## config.mk

```make
export PLATFORM = sky130hd
export DESIGN_NAME = sst_div
export DESIGN_NICKNAME = d
export VERILOG_FILES = /design/src/hdl/sst_pkg.sv /design/src/hdl/sst_div.sv
export SDC_FILE = /design/constraint.sdc
export NUM_CORES = 1
export LEC_CHECK = 0
export ABC_CLOCK_PERIOD_IN_PS = 2650
export BUFFER_PORTS_ARGS = -buffer_cell sky130_fd_sc_hd__buf_2
export CORE_ASPECT_RATIO = 1.5
export CORE_MARGIN = 1
export CORE_UTILIZATION = 55
export CTS_BUF_LIST = sky130_fd_sc_hd__clkbuf_4 sky130_fd_sc_hd__clkbuf_8 sky130_fd_sc_hd__clkbuf_16
export DETAILED_ROUTE_END_ITERATION = 10
export MAX_ROUTING_LAYER = met4
export PLACE_DENSITY = 0.82
export SYNTH_ARGS = -nofsm -noshare
export SYNTH_HDL_FRONTEND = slang
export SYNTH_SLANG_ARGS = --single-unit
```

## constraint.sdc

```tcl
create_clock -name clk_i -period 2.65 [get_ports clk_i]
set_input_delay 0.1325 -clock clk_i [delete_from_list [all_inputs] [get_ports clk_i]]
set_output_delay 0.1325 -clock clk_i [all_outputs]
set_load 0.02 [all_outputs]
```

## src/hdl/sst_pkg.sv

```systemverilog
// Package with the shared constants and payload types of the station signal tracker.
`timescale 1ns / 1ps
package sst_pkg;

  localparam int TABLE_DEPTH = 64;
  localparam int WINDOW      = 8;
  localparam int MAC_W       = 48;
  localparam int LEVEL_W     = 8;

  localparam int IDX_W       = $clog2(TABLE_DEPTH);
  localparam int CNT_W       = $clog2(TABLE_DEPTH + 1);
  localparam int PTR_W       = $clog2(WINDOW);
  localparam int FILL_W      = $clog2(WINDOW + 1);
  localparam int SUM_W       = $clog2(WINDOW * ((1 << LEVEL_W) - 1) + 1);
  localparam int WIN_DEPTH   = TABLE_DEPTH * (1 << PTR_W);

  typedef struct packed {
    logic [MAC_W-1:0]   mac_addr;
    logic [LEVEL_W-1:0] signal_level;
  } sst_in_t;

  typedef struct packed {
    logic               accepted;
    logic               new_entry;
    logic [5:0]         entry_index;
    logic [LEVEL_W-1:0] average_level;
    logic [3:0]         samples_held;
  } sst_out_t;

  typedef struct packed {
    logic [FILL_W-1:0]  fill;
    logic [LEVEL_W-1:0] avg;
    logic [SUM_W-1:0]   sum;
    logic [PTR_W-1:0]   wptr;
  } sst_meta_t;

  typedef struct packed {
    logic             start;
    logic [SUM_W-1:0] dividend;
    logic [FILL_W-1:0] divisor;
  } sst_div_req_t;

endpackage

```

## src/hdl/sst_div.sv

```systemverilog
// Restoring divider that produces one quotient bit per cycle.
`timescale 1ns / 1ps
module sst_div (
  input  logic                           clk_i,
  input  logic                           rst_ni,
  input  sst_pkg::sst_div_req_t          req_i,
  output logic                           done_o,
  output logic [sst_pkg::SUM_W-1:0]      quotient_o
);

  localparam int STEP_W = $clog2(sst_pkg::SUM_W + 1);

  logic                        busy_q, busy_d;
  logic                        done_q, done_d;
  logic [STEP_W-1:0]           cnt_q, cnt_d;
  logic [sst_pkg::FILL_W-1:0]  rem_q, rem_d;
  logic [sst_pkg::FILL_W-1:0]  dvs_q, dvs_d;
  logic [sst_pkg::SUM_W-1:0]   quo_q, quo_d;
  logic [sst_pkg::FILL_W:0]    trial;
  logic                        ge;

  always_comb begin
    trial  = {rem_q, quo_q[sst_pkg::SUM_W-1]};
    ge     = trial >= {1'b0, dvs_q};
    busy_d = busy_q;
    done_d = 1'b0;
    cnt_d  = cnt_q;
    rem_d  = rem_q;
    dvs_d  = dvs_q;
    quo_d  = quo_q;
    if (req_i.start) begin
      busy_d = 1'b1;
      cnt_d  = STEP_W'(sst_pkg::SUM_W);
      rem_d  = '0;
      dvs_d  = req_i.divisor;
      quo_d  = req_i.dividend;
    end else if (busy_q) begin
      rem_d = ge ? sst_pkg::FILL_W'(trial - {1'b0, dvs_q}) : sst_pkg::FILL_W'(trial);
      quo_d = {quo_q[sst_pkg::SUM_W-2:0], ge};
      cnt_d = cnt_q - 1'b1;
      if (cnt_q == STEP_W'(1)) begin
        busy_d = 1'b0;
        done_d = 1'b1;
      end
    end
  end

  always_ff @(posedge clk_i or negedge rst_ni) begin
    if (!rst_ni) begin
      busy_q <= 1'b0;
      done_q <= 1'b0;
      cnt_q  <= '0;
    end else begin
      busy_q <= busy_d;
      done_q <= done_d;
      cnt_q  <= cnt_d;
    end
  end

  always_ff @(posedge clk_i) begin
    rem_q <= rem_d;
    dvs_q <= dvs_d;
    quo_q <= quo_d;
  end

  assign done_o     = done_q;
  assign quotient_o = quo_q;

endmodule

```

== Word-level counts from Yosys, hierarchy flattened ==
Cells that the tools add are included.

* Register bits: 25
* Output and inout bits: 12
* Input port bits: 18
* Logic and storage cells: 22

* Add/subtract/negate cells: 2
* Muxes and demuxes: 11
* Reductions and logical operators: 1
* $lt $le $gt $ge: 1
* Eq/ne operators: 1

{| class="wikitable"
|+ Operator list
! operator !! count
|-
| $mux W11 || 2
|-
| $mux W4 || 3
|-
| $mux W1 || 6
|-
| $ge A5 B4 Y1 || 1
|-
| $eq A4 B1 Y1 const B || 1
|-
| $sub A4 B1 Y4 const B || 1
|-
| $sub A4 B4 Y4 || 1
|-
| $reduce_bool A2 Y1 || 1
|}

== Longest topological paths before layout ==
Gate-level depths: netlist (run 1).

* Depth after elaboration: 4
* Mapped depth: 6
* Mapped depth without buffers: 6

== Least setup slack after synthesis (run 1) ==
Ideal clock, no wire load.

* Path type: register to register
* Start point: register dvs_q[1] (netlist bit)
* End point: register quo_q (netlist bit quotient_o[0]), data pin
* Arrival: 1.553 ns
* Required time: 2.390 ns
* Slack: 0.837 ns
* Cell stages (with the launch flop): 7
* Clock period less this slack: 1.813 ns
* Cell sequence: edfxtp_1 -> inv_1 -> ha_1 -> nor2b_1 -> o221a_4 -> or2_4 -> mux2_2

* Cells in the longest elaborated chain, start to end: 3

{| class="wikitable"
|+ RTL lines
! item !! RTL line !! text
|-
| from (decl) || sst_div.sv:17 || <nowiki>logic [sst_pkg::FILL_W-1:0] dvs_q, dvs_d;</nowiki>
|-
| from (signal assigned) || sst_div.sv:62 || <nowiki>dvs_q <= dvs_d;</nowiki>
|-
| $ge A5 B4 Y1 || sst_div.sv:24 || <nowiki>ge = trial >= {1'b0, dvs_q};</nowiki>
|-
| $mux W11 || sst_div.sv:37 || <nowiki>end else if (busy_q) begin</nowiki>
|-
| $mux W11 || sst_div.sv:31 || <nowiki>if (req_i.start) begin</nowiki>
|-
| named net quo_d, one bit || sst_div.sv:18 || <nowiki>logic [sst_pkg::SUM_W-1:0] quo_q, quo_d;</nowiki>
|-
| to (signal assigned) || sst_div.sv:63 || <nowiki>quo_q <= quo_d;</nowiki>
|-
| to (decl) || sst_div.sv:18 ||
|}

The timed path passes the listed nets, and every way through them passes these cells. The select of a mux whose other input is x is not followed.
A chain may end at the register's enable or synchronous reset.

== Worst setup path after layout (run 1) ==
Same ends and word-level chain as after synthesis.

==> impl_metrics.env, run 1 <==
export IMPL_outcome="finished clean"
export IMPL_area_growth_pct=19.5
export IMPL_start_kind="flop"
export IMPL_grt_first_pass_wirelength_um=3630
export IMPL_endpoint_kind="flop"
export IMPL_crit_fanout=5
export IMPL_rr_endpoint="quotient_o[0]$_DFFE_PP_"
export IMPL_rsz0062_at_grt="false"
export IMPL_tritoncts="done"
export IMPL_cts_resized=0
export IMPL_p_leak_nw=0.656
export IMPL_min_period_ps=1920
export IMPL_grt_max_degree=28
export IMPL_portBuffers=29
export IMPL_placed_area_um2=1380
export IMPL_multi_input_area_um2=500
export IMPL_num_io_pins=30
export IMPL_ir_worst_vdd_mv=0.554
export IMPL_arrival_ps=2020
export IMPL_core_area_um2=2050
export IMPL_antenna_found_initial=0
export IMPL_die_h_um=59.7
export IMPL_place_congestion=0.798
export IMPL_dp_slack_ps=744
export IMPL_maxCapViolCount=0
export IMPL_crit_end="quotient_o[0]$_DFFE_PP_"
export IMPL_dp_hpwl_um=1580
export IMPL_powerDensity_nw_per_um2=731
export IMPL_cts_buffer_depth=2
export IMPL_grt_usage_pct=23.1
export IMPL_ys_flop_type="edfxtp_1"
export IMPL_clk_latency_ps=330
export IMPL_cts_sinks=25
export IMPL_netlist_area_um2=1220
export IMPL_drc=0
export IMPL_max_stage_delay_ps=450
export IMPL_initial_core_util_pct=59.6
export IMPL_synth_edf_count=15
export IMPL_hold_violations=0
export IMPL_synthCells=95
export IMPL_die_w_um=40.5
export IMPL_cp_data_required_time_ps=2750
export IMPL_fin_setup_tns_ps=0
export IMPL_root_buffer="clkbuf_4"
export IMPL_fin_nets=156
export IMPL_setup_viol=0
export IMPL_path_clk_slew_ps=140
export IMPL_yosys_area_top_type="edfxtp_1"
export IMPL_place_inst=143
export IMPL_synth_area_leaders="edfxtp_1, dfrtp_1, mux2_2, dfxtp_1, ha_1"
export IMPL_wl_per_cell_um=14.5
export IMPL_seqCellArea_um2=681
export IMPL_layout_commonest_cell="buf_2"
export IMPL_path_cells="inv_1 -> ha_1 -> nor2b_1 -> o221a_4 -> or2_4 -> mux2_2"
export IMPL_finalPower_mw=1.07
export IMPL_avgViaCountPerCell=5.44
export IMPL_hold_path_class="primary input to flop"
export IMPL_fin_crit_sh_pct=72.6
export IMPL_gr_total_overflow=0
export IMPL_wirelength_um=2200
export IMPL_synthArstFlopShare_pct=24.0
export IMPL_ff2ff_setup_slack_ps=730
export IMPL_ys_warn_count=0
export IMPL_syn_avg_cell_area_um2=12.9
export IMPL_vias=827
export IMPL_crit_type="flop to flop"
export IMPL_drt_initial_drc_count=15
export IMPL_worst_pin_slew_ps=478
export IMPL_grt_pass1_vias=836
export IMPL_critPathSlowestCell="edfxtp_1"
export IMPL_rows=20
export IMPL_r2r_cells=6
export IMPL_yosys_cell_types_count=31
export IMPL_final_cells=152
export IMPL_layout_setup_ws_ps=726
export IMPL_ys_ff_latch=25
export IMPL_relSlewSlack_pct=68.1
export IMPL_timing_rr_start="dvs_q[1]$_DFFE_PP_"
export IMPL_die_area_um2=2420
export IMPL_fin_skew_ps=3.20
export IMPL_stdcell_area_um2=1460
export IMPL_slew_viol_final=0
export IMPL_layout_drive_gt1_share_pct=37.7
export IMPL_fmaxAchievable_ghz=0.520
export IMPL_drt_pass1_iter_count=4
export IMPL_yosysSeqAreaShare_pct=55.7
export IMPL_final_cell_mix="buf_2, edfxtp_1, mux2_2, inv_1"
export IMPL_synth_top_cell_area_share_pct=36.8
export IMPL_cts_buffers_inserted=3
export IMPL_crit_start="dvs_q[1]$_DFFE_PP_"
export IMPL_antenna_left=0
export IMPL_antennaDiodeCount=0
export IMPL_h_tree_depth=1
export IMPL_fillers=146
export IMPL_syn_nets=120
worst min path at each step:
stage,cells past startpoint,start,to
after floorplan,0,rst_ni,busy_q$_DFF_PN0_
final,2,req_i[10],quotient_o[6]$_DFFE_PP_
after global placement,1,rst_ni,cnt_q[3]$_DFFE_PN0P_
after detailed placement,1,rst_ni,cnt_q[0]$_DFFE_PN0P_
after CTS,2,req_i[4],quotient_o[0]$_DFFE_PP_
after global routing,2,req_i[9],quotient_o[5]$_DFFE_PP_
synth_stat cells (2+ instances only):
| master | count |
|---|---|
| nand2_1 | 5 |
| o22ai_1 | 2 |
| clkbuf_1 | 2 |
| dfxtp_1 | 4 |
| o21bai_1 | 2 |
| mux2_2 | 11 |
| edfxtp_1 | 15 |
| ha_1 | 6 |
| xor2_1 | 2 |
| o21ai_0 | 3 |
| nor2b_1 | 2 |
| xnor2_1 | 2 |
| nor4b_1 | 3 |
| dfrtp_1 | 6 |
| nand2b_1 | 3 |
| inv_1 | 8 |
| nor2_1 | 4 |
| a311oi_1 | 2 |
cells by family after synthesis:
| logic type | Yosys count | share of synthesized area, % |
|---|---|---|
| AND/OR/NAND/NOR | 24 | 11.6 |
| XOR/XNOR | 4 | 2.87 |
| AO/OA/AOI/OAI | 13 | 8.60 |
| flip-flops | 25 | 55.7 |
| multiplexers | 11 | 10.1 |
| buffers and inverters | 11 | 3.38 |
| adder cells (fa/ha/maj) | 7 | 7.78 |
critical path: cells and delay by family, from the launching register on:
kind | cells | cell delay (ps)
flops | 1 | 450
simple gates | 2 | 410
compound gates | 1 | 260
mux | 1 | 260
fa+ha+maj | 1 | 230
buf+inv | 1 | 80
per-stage QoR:
| stage | utilization, % | hold slack [ps] |
|---|---|---|
| floorplan | - | -163 |
| finish | 71.2 | 91.3 |
| CTS | 71.2 | 98.2 |
| detailed placement | 67.4 | -35.8 |
| global placement | 67.4 | -41.1 |
| global route | 71.2 | 85.3 |
what timing repair did:
| item | 4_1_cts | 5_1_grt |
|---|---|---|
| endpoints found under the hold margin | 10 | 0 |
| setup buffers | 0 | 0 |
| hold buffers | 5 | 0 |
where the power goes:
group          internal (mW)  switching [mW]  total, mW
registers              0.486          0.0465      0.532
clock network         0.0568           0.118      0.175
logic                  0.171           0.189      0.361
area by class of cell:
class / count / area share [%]
Clock buffer: 3 / 1.54
Clock inverter: 1 / 0.342
Inverter: 8 / 2.05
Multi-Input combinational cell: 59 / 34.2
Sequential cell: 25 / 46.6
Tap cell: 22 / 1.88
Timing Repair Buffer: 34 / 13.4
layer usage:
metal	part of all wire, %	vias up	GRT usage (%)	routed length (µm)
met1	41	380	25.4	899
met3	3.9	7	3.35	86
met4	2.2	0	10.0	48
li1	-	410	-	-
met5	0	-	-	0
met2	53	30	39.2	1170
flip-flops by register name, indices dropped and copies added, names as in the netlist:
register    flops
busy_q          1
cnt_q           4
done_o          1
dvs_q           4
quotient_o     11
rem_q           4
Note: power is estimated with default switching activity, not from simulation.
==> run 2, diff against run 1 <==
==> config.mk (replaced) <==
export PLATFORM = sky130hd
export DESIGN_NAME = sst_div
export DESIGN_NICKNAME = d
export VERILOG_FILES = /design/src/hdl/sst_pkg.sv /design/src/hdl/sst_div.sv
export SDC_FILE = /design/constraint.sdc
export NUM_CORES = 1
export LEC_CHECK = 0
export ABC_CLOCK_PERIOD_IN_PS = 1700
export BUFFER_PORTS_ARGS = -buffer_cell sky130_fd_sc_hd__buf_2
export CORE_ASPECT_RATIO = 1.5
export CORE_MARGIN = 1
export CORE_UTILIZATION = 46
export CTS_BUF_LIST = sky130_fd_sc_hd__clkbuf_4 sky130_fd_sc_hd__clkbuf_8 sky130_fd_sc_hd__clkbuf_16
export DETAILED_ROUTE_END_ITERATION = 10
export MAX_ROUTING_LAYER = met4
export PLACE_DENSITY = 0.73
export SYNTH_ARGS = -nofsm -noshare
export SYNTH_HDL_FRONTEND = slang
export SYNTH_SLANG_ARGS = --single-unit
==> constraint.sdc (replaced) <==
create_clock -name clk_i -period 1.7 [get_ports clk_i]
set_input_delay 0.085 -clock clk_i [delete_from_list [all_inputs] [get_ports clk_i]]
set_output_delay 0.085 -clock clk_i [all_outputs]
set_load 0.02 [all_outputs]
==> run 2 against run 1 <==
Against the previous run: the flow now finishes with violations (setup timing); power increased by 76%; wire length is 2.6% higher; clock power grew 55%; design area grew 9.8%; die area rose by 19%; via count is 8.1% higher; global-route usage shrank 4.2 points; critical endpoint unchanged.
==> impl_metrics.env, run 2 (same netlist as run 1, synthesis figures left out) <==
export IMPL_seqCellArea_um2=681
export IMPL_fin_setup_tns_ps=-138
export IMPL_gr_total_overflow=0
export IMPL_drc=0
export IMPL_path_clk_slew_ps=150
export IMPL_grt_usage_pct=18.8
export IMPL_fin_util_pct=64.8
export IMPL_area_growth_pct=31.3
export IMPL_endpoint_kind="flop"
export IMPL_initial_core_util_pct=49.3
export IMPL_powerDensity_nw_per_um2=1170
export IMPL_die_h_um=65.1
export IMPL_cts_sinks=25
export IMPL_combPwrFrac_pct=41.8
export IMPL_cts_buffer_depth=2
export IMPL_place_congestion=0.794
export IMPL_vias=894
export IMPL_multi_input_area_um2=566
export IMPL_relSlewSlack_pct=66.2
export IMPL_grt_pass1_vias=910
export IMPL_portBuffers=29
export IMPL_core_area_um2=2480
export IMPL_ir_worst_vdd_mv=0.769
export IMPL_wirelength_um=2260
export IMPL_antenna_left=0
export IMPL_root_buffer="clkbuf_4"
export IMPL_min_period_ps=1780
export IMPL_hp_start="req_i[10]"
export IMPL_maxCapViolCount=0
export IMPL_layout_commonest_cell="buf_2"
export IMPL_rows=22
export IMPL_die_w_um=44.1
export IMPL_antenna_found_initial=0
export IMPL_clk_latency_ps=320
export IMPL_dp_slack_ps=-121
export IMPL_avgViaCountPerCell=5.45
export IMPL_dp_hpwl_um=1660
export IMPL_grt_first_pass_wirelength_um=3950
export IMPL_grt_max_degree=28
export IMPL_clkPwrFrac_pct=14.5
export IMPL_h_tree_depth=1
export IMPL_timing_rr_start="dvs_q[1]$_DFFE_PP_"
export IMPL_drt_initial_drc_count=12
export IMPL_placed_area_um2=1470
export IMPL_tritoncts="done"
export IMPL_start_kind="flop"
export IMPL_cp_data_required_time_ps=1800
export IMPL_fin_nets=166
export IMPL_rsz0062_at_grt="true"
export IMPL_p_leak_nw=0.721
export IMPL_worst_pin_slew_ps=508
export IMPL_setup_viol=3
export IMPL_cts_buffers_inserted=3
export IMPL_hold_path_class="primary input to flop"
export IMPL_layout_drive_gt1_share_pct=48.6
export IMPL_fillers=190
export IMPL_crit_type="flop to flop"
export IMPL_p_sw_share_pct=32.8
export IMPL_violations="setup timing"
export IMPL_finalPower_mw=1.88
export IMPL_outcome="finished with violations"
export IMPL_largest_reg_flops=11
export IMPL_intPower_mw=1.26
export IMPL_antennaDiodeCount=0
export IMPL_slew_viol_final=0
export IMPL_final_cell_mix="buf_2, edfxtp_1, mux2_2, buf_4, inv_1"
export IMPL_fin_skew_ps=14.2
export IMPL_die_area_um2=2870
export IMPL_crit_start="dvs_q[1]$_DFFE_PP_"
export IMPL_hold_violations=0
export IMPL_arrival_ps=1880
export IMPL_layout_setup_ws_ps=-78.3
export IMPL_stdcell_area_um2=1610
export IMPL_fin_crit_sh_pct=105
export IMPL_num_io_pins=30
export IMPL_crit_fanout=3
export IMPL_wl_per_cell_um=13.8
export IMPL_p_switching_mw=0.616
export IMPL_drt_pass1_iter_count=6
export IMPL_fmaxAchievable_ghz=0.562
export IMPL_pwr_share_seq_pct=43.7
==> run 2: cell type report <==
type	count	area share, %
repair buffers	44	16.8
well taps	24	1.87
flip-flops and latches	25	42.4
multi-input cells	59	35.2
clock buffers	3	1.40
inverters	8	1.87
clock inverters	1	0.390
==> run 2: timing repair <==
item,CTS,global route
cloned,0,0
pin swaps,5,1
setup endpoints to repair,3,4
resized for setup,5,2
hold buffers,5,0
endpoints found under the hold margin,10,0
buffers inserted,1,1
==> run 2: through the flow <==
| stage | cells | hold WS [ps] |
|---|---|---|
| floorplan | 95 | -211 |
| global placement | 153 | -92.3 |
| detailed placement | 153 | -79.4 |
| CTS | 163 | 40.9 |
| global route | 164 | 25.1 |
| finish | 164 | 50.0 |
==> run 2: critical path, cell delays in order (launching register included) <==
cell and delay (ps):
edfxtp_1 420, inv_2 90, ha_4 200, nor2b_4 130, o221a_4 230, or2_4 240
mux2_2 260
==> run 2: power by group through the flow <==
stage	combinational (mW)	sequential (mW)	clock [mW]
finish	0.784	0.820	0.272
global route	0.849	0.835	0.311
CTS	0.748	0.824	0.285
detailed placement	0.662	0.830	0
global placement	0.645	0.825	0
floorplan	0.370	0.883	0
==> run 2: path summary, 6_finish.rpt <==
check,to,slack [ps],depth (start not counted)
worst max-delay path,quotient_o[0]$_DFFE_PP_,-80,6
worst min-delay path,quotient_o[6]$_DFFE_PP_,50,2
worst max register to register,quotient_o[0]$_DFFE_PP_,-80,6
worst min register to register,rem_q[3]$_SDFFE_PP0P_,490,2
max in group asynchronous,cnt_q[2]$_DFFE_PN0P_,1470,2
min in group asynchronous,busy_q$_DFF_PN0_,90,2
==> run 2: per-layer routing <==
metal  wire length [µm]  vias to the layer above  track usage, %
met4                 25                        0            6.82
li1                   -                      433               -
met2               1160                       22            30.0
met3                 69                        4            2.20
met1               1000                      435            24.7
met5                  0                        -               -
